==> src/rtl/mskh_pkg.sv <==
// ----------------------------------------------------------------------------
// mskh_pkg
// Shared types and constants for the merge-split keep-low/keep-high block.
// ----------------------------------------------------------------------------
package mskh_pkg;

   localparam int unsigned VAL_W         = 32;
   localparam int unsigned MAX_BLOCK_DEF = 1024;

   // One input pair, tagged with the mode in force when it was taken in
   typedef struct packed {
      logic signed [VAL_W-1:0] own_value;
      logic signed [VAL_W-1:0] partner_value;
      logic                    last_pair;
      logic                    keep_high;
   } pair_type;

   typedef struct packed {
      logic signed [VAL_W-1:0] merged_value;
      logic                    merged_last;
   } result_type;

   // Per-step control of one element queue
   typedef struct packed {
      logic push;
      logic pop;
      logic clear;
   } fifo_ctl_type;

endpackage

==> src/rtl/mskh_front.sv <==
// ----------------------------------------------------------------------------
// mskh_front
// Input side: takes pairs into a two-deep queue and tags each with the mode.
// ----------------------------------------------------------------------------
module mskh_front (
   input  logic                                 clock,
   input  logic                                 reset,
   input  logic                                 req_push,
   output logic                                 req_full,
   input  logic signed [mskh_pkg::VAL_W-1:0]    req_own_value,
   input  logic signed [mskh_pkg::VAL_W-1:0]    req_partner_value,
   input  logic                                 req_last_pair,
   input  logic                                 keep_high,
   output mskh_pkg::pair_type                   item,
   output logic                                 item_valid,
   input  logic                                 item_take
);
   import mskh_pkg::*;

   pair_type   q_ff [2];
   logic       wr_ptr_ff, wr_ptr_in;
   logic       rd_ptr_ff, rd_ptr_in;
   logic [1:0] cnt_ff, cnt_in;
   logic       enq, deq;

   assign req_full   = (cnt_ff == 2'd2);
   assign item_valid = (cnt_ff != 2'd0);
   assign item       = q_ff[rd_ptr_ff];
   assign enq        = req_push && !req_full;
   assign deq        = item_take && item_valid;

   always_comb begin
      wr_ptr_in = enq ? ~wr_ptr_ff : wr_ptr_ff;
      rd_ptr_in = deq ? ~rd_ptr_ff : rd_ptr_ff;
      cnt_in    = cnt_ff + {1'b0, enq} - {1'b0, deq};
   end

   always_ff @(posedge clock) begin
      if (reset) begin
         wr_ptr_ff <= 1'b0;
         rd_ptr_ff <= 1'b0;
         cnt_ff    <= 2'd0;
      end else begin
         wr_ptr_ff <= wr_ptr_in;
         rd_ptr_ff <= rd_ptr_in;
         cnt_ff    <= cnt_in;
      end
   end

   always_ff @(posedge clock) begin
      if (enq) begin
         q_ff[wr_ptr_ff].own_value     <= req_own_value;
         q_ff[wr_ptr_ff].partner_value <= req_partner_value;
         q_ff[wr_ptr_ff].last_pair     <= req_last_pair;
         q_ff[wr_ptr_ff].keep_high     <= keep_high;
      end
   end

endmodule

==> config.mk <==
export PLATFORM = sky130hd
export DESIGN_NAME = mskh_front
export DESIGN_NICKNAME = d
export VERILOG_FILES = /design/src/rtl/mskh_pkg.sv /design/src/rtl/mskh_front.sv
export SDC_FILE = /design/constraint.sdc
export NUM_CORES = 1
export LEC_CHECK = 0
export ABC_AREA = 1
export BUFFER_PORTS_ARGS = -buffer_cell sky130_fd_sc_hd__buf_2
export CORE_ASPECT_RATIO = 0.75
export CORE_MARGIN = 3
export CORE_UTILIZATION = 55
export DETAILED_ROUTE_END_ITERATION = 12
export GPL_ROUTABILITY_DRIVEN = 0
export GPL_TIMING_DRIVEN = 0
export PLACE_DENSITY = 0.93
export SYNTH_ARGS = -nofsm -noshare
export SYNTH_HDL_FRONTEND = slang
export SYNTH_SLANG_ARGS = --single-unit
==> constraint.sdc <==
create_clock -name clock -period 12.9 [get_ports clock]
set_clock_uncertainty 0.2 [all_clocks]
set_input_delay 1.935 -clock clock [delete_from_list [all_inputs] [get_ports clock]]
set_output_delay 1.935 -clock clock [all_outputs]
set_load 0.02 [all_outputs]
==> impl_metrics.yaml <==
grt:
  grtUsageTotal_pct: 18.8
  grt_pass1_vias: 2967
  antenna_found_initial: 0
  grt_pass1_wl_mm: 15.2
  grt-ovfl-total: 0
  grt_max_degree: 35
critical_path:
  critPathSlowestCell: "dfxtp_1"
  crit_cells: 4
  cp_top_family: "buffers and inverters"
  r2r_cells: 5
  cp_common_cell: "buf_6"
  critPathBufInv: 3
  end_kind: "output pin"
  crit_chain: "buf_6 -> buf_6 -> mux2_4 -> buf_2"
  cp_slowest_stage_delay_ns: 0.36
  required_ns: 10.76
  critPathKind: "reg -> out"
  crit_fanout: 10
  crit_arrival_ns: 1.61
  start_kind: "flip-flop"
yosys:
  synth.top_cell.area_share_pct: 76.7
  ys_warn_count: 0
  dominantRegCellSynth: "edfxtp_1"
  yosysMostFrequentCell: "edfxtp_1"
  synth_common_cells: "edfxtp_1, mux2_4, mux2_2"
  yosysSeqAreaShare_pct: 78.6
  yosysTopAreaCell: "edfxtp_1"
  synth_cells: 243
  async_flop_share_pct: 0
  netlist_area_sq_mm: 0.00517
  synth-seq-cells: 137
  yosysUniqueCellTypes: 12
  syn-num-nets: 315
  synthTopCellsByArea: "edfxtp_1, mux2_4, mux2_2, dfxtp_1, buf_6"
  synth_edf_count: 132
  synth.avg_cell_area_sq_um: 21.3
outcome:
  status: "finished clean"
min_path:
  whs_path_depth: 2
  hold_class: "reg -> reg"
die:
  die_y_um: 90.0
  die-area_sq_mm: 0.0106
  die_x_um: 118
  ios: 138
  core_sq_mm: 0.00878
  rows: 29
  start_util_pct: 58.9
final_layout:
  fin_nets: 474
  drive_gt1_share_pct: 58.8
  n_antenna_cell: 0
  final_util_pct: 75.9
  syn2layout_area_growth_pct: 28.9
  nFillCells: 496
clocking:
  clockBufferDepth: 2
  post_cts_buffers: 0
  clkSinkCount: 137
  cts_tree: "built"
  clk_latency_ns: 0.40
  clk_pin_slew_ns: 0.06
  cts_root_buf: "clkbuf_16"
  cts_hold_buf: 0
  numCtsBuffers: 17
  cts_resized: 0
  h-tree-depth: 4
power:
  power_frac_seq_pct: 40.8
  pwr-share-clk_pct: 32.9
  p_int_mw: 1.03
  swShare_pct: 28.2
  power.switching_mw: 0.403
  pwr-share-comb_pct: 26.3
  power.density_mw_per_mm2: 214
  irDropWorstVdd_uv: 184
  power_mw: 1.43
  p_leak_nw: 2.66
timing:
  rsz0062_at_grt: "no"
  max_freq_mhz: 267
  fin_crit_sh_pct: 29.1
  post-route-min-period_ns: 3.75
  drv_slew: 0
  tightest_slew_ns: 0.721
  hold_violations: 0
  hold_slack_ns: 0.316
  setup_tns_ns: 0
  setup_viol: 0
  relSlewSlack_pct: 51.9
drt:
  vias: 2734
  drt_iter0_markers: 212
  drc_errors: 0
  ant_nets: 0
  viasPerCell: 5.07
  first_pass_iters: 6
  post_drt_wl_per_cell_um: 17.6
  wl_mm: 9.47
placement:
  io_buffers: 137
  hpwl_mm: 6.44
job:
  drv_cap: 0
[worst min-delay path: stages (launching register included)]
cell and delay, ns:
dfxtp_1 0.33, nor2_1 0.06, nor2_1 0.08
[per-stage QoR]
stage	instance area [sq um]	cells	setup WS, ns
6_report	6670	539	9.15
5_1_grt	6670	539	9.04
4_1_cts	6670	539	9.10
3_5_place_dp	6080	507	9.33
3_3_place_gp	6010	504	6.00
2_1_floorplan	5170	243	7.45
[power groups by stage]
stage | combinational [mW] | clock, mW | sequential (mW)
finish | 0.376 | 0.470 | 0.582
global route | 0.400 | 0.502 | 0.588
CTS | 0.381 | 0.479 | 0.583
detailed placement | 0.378 | 0 | 0.591
global placement | 0.358 | 0 | 0.594
floorplan | 0.261 | 0 | 0.589
[state kept, by name (all words and copies together) (netlist names), named ones only]
name / flops
wr_ptr_ff: 1
cnt_ff: 2
rd_ptr_ff: 1
q_ff: 132
[kinds of logic (layout without fill, tap and decap cells)]
| logic type | count (synthesis) | in the layout | share of synthesized area, % |
|---|---|---|---|
| AND/OR/NAND/NOR | 20 | 20 | 1.52 |
| adder cells (fa/ha/maj) | 2 | 2 | 0.484 |
| AO/OA/AOI/OAI | 2 | 2 | 0.194 |
| multiplexers | 66 | 66 | 17.3 |
| buffers and inverters | 16 | 188 | 1.94 |
| flip-flops | 137 | 137 | 78.6 |
[metal layers]
layer,global-route usage [%],share of wire [%],vias up
met2,31.0,50,133
met3,6.84,8.5,4
met5,0,0,-
met1,23.0,41,1337
met4,6.73,0.44,0
li1,-,-,1260
[layout make-up]
class / count / area, sq um / area share, %
flip-flops and latches: 137 / 4060 / 61.0
clock inverters: 14 / 156 / 2.35
multi-input cells: 90 / 1010 / 15.2
repair buffers: 140 / 746 / 11.2
inverters: 9 / 33.8 / 0.507
well taps: 124 / 155 / 2.33
plain buffers: 7 / 66.3 / 0.995
clock buffers: 18 / 429 / 6.44
[worst paths after layout]
kind	start	end	slack [ns]
min	rd_ptr_ff	rd_ptr_ff	0.32
max reg2reg	cnt_ff[0]	q_ff[1][26]	10.82
max	flip-flop	item[44]	9.15
min reg2reg	rd_ptr_ff	rd_ptr_ff	0.32
[cell usage in the layout (no fill, tap or decap)]
| cell | Yosys | layout |
|---|---|---|
| nand3_1 | 3 | 3 |
| inv_1 | 9 | 8 |
| clkinvlp_4 | 0 | 1 |
| clkinv_4 | 0 | 3 |
| a21oi_1 | 2 | 2 |
| clkinv_1 | 0 | 2 |
| nor2_4 | 0 | 1 |
| nor2_1 | 9 | 8 |
| bufinv_16 | 0 | 3 |
| mux2_2 | 26 | 26 |
| inv_2 | 0 | 1 |
| clkinv_2 | 0 | 5 |
| buf_2 | 2 | 139 |
| ha_1 | 2 | 2 |
| edfxtp_1 | 132 | 132 |
| clkbuf_16 | 0 | 17 |
| clkbuf_1 | 0 | 1 |
| nand2_1 | 8 | 8 |
| dfxtp_1 | 5 | 5 |
| buf_6 | 5 | 5 |
| buf_12 | 0 | 3 |
| mux2_4 | 40 | 40 |
No activity file was read; power rests on OpenSTA's default activity.
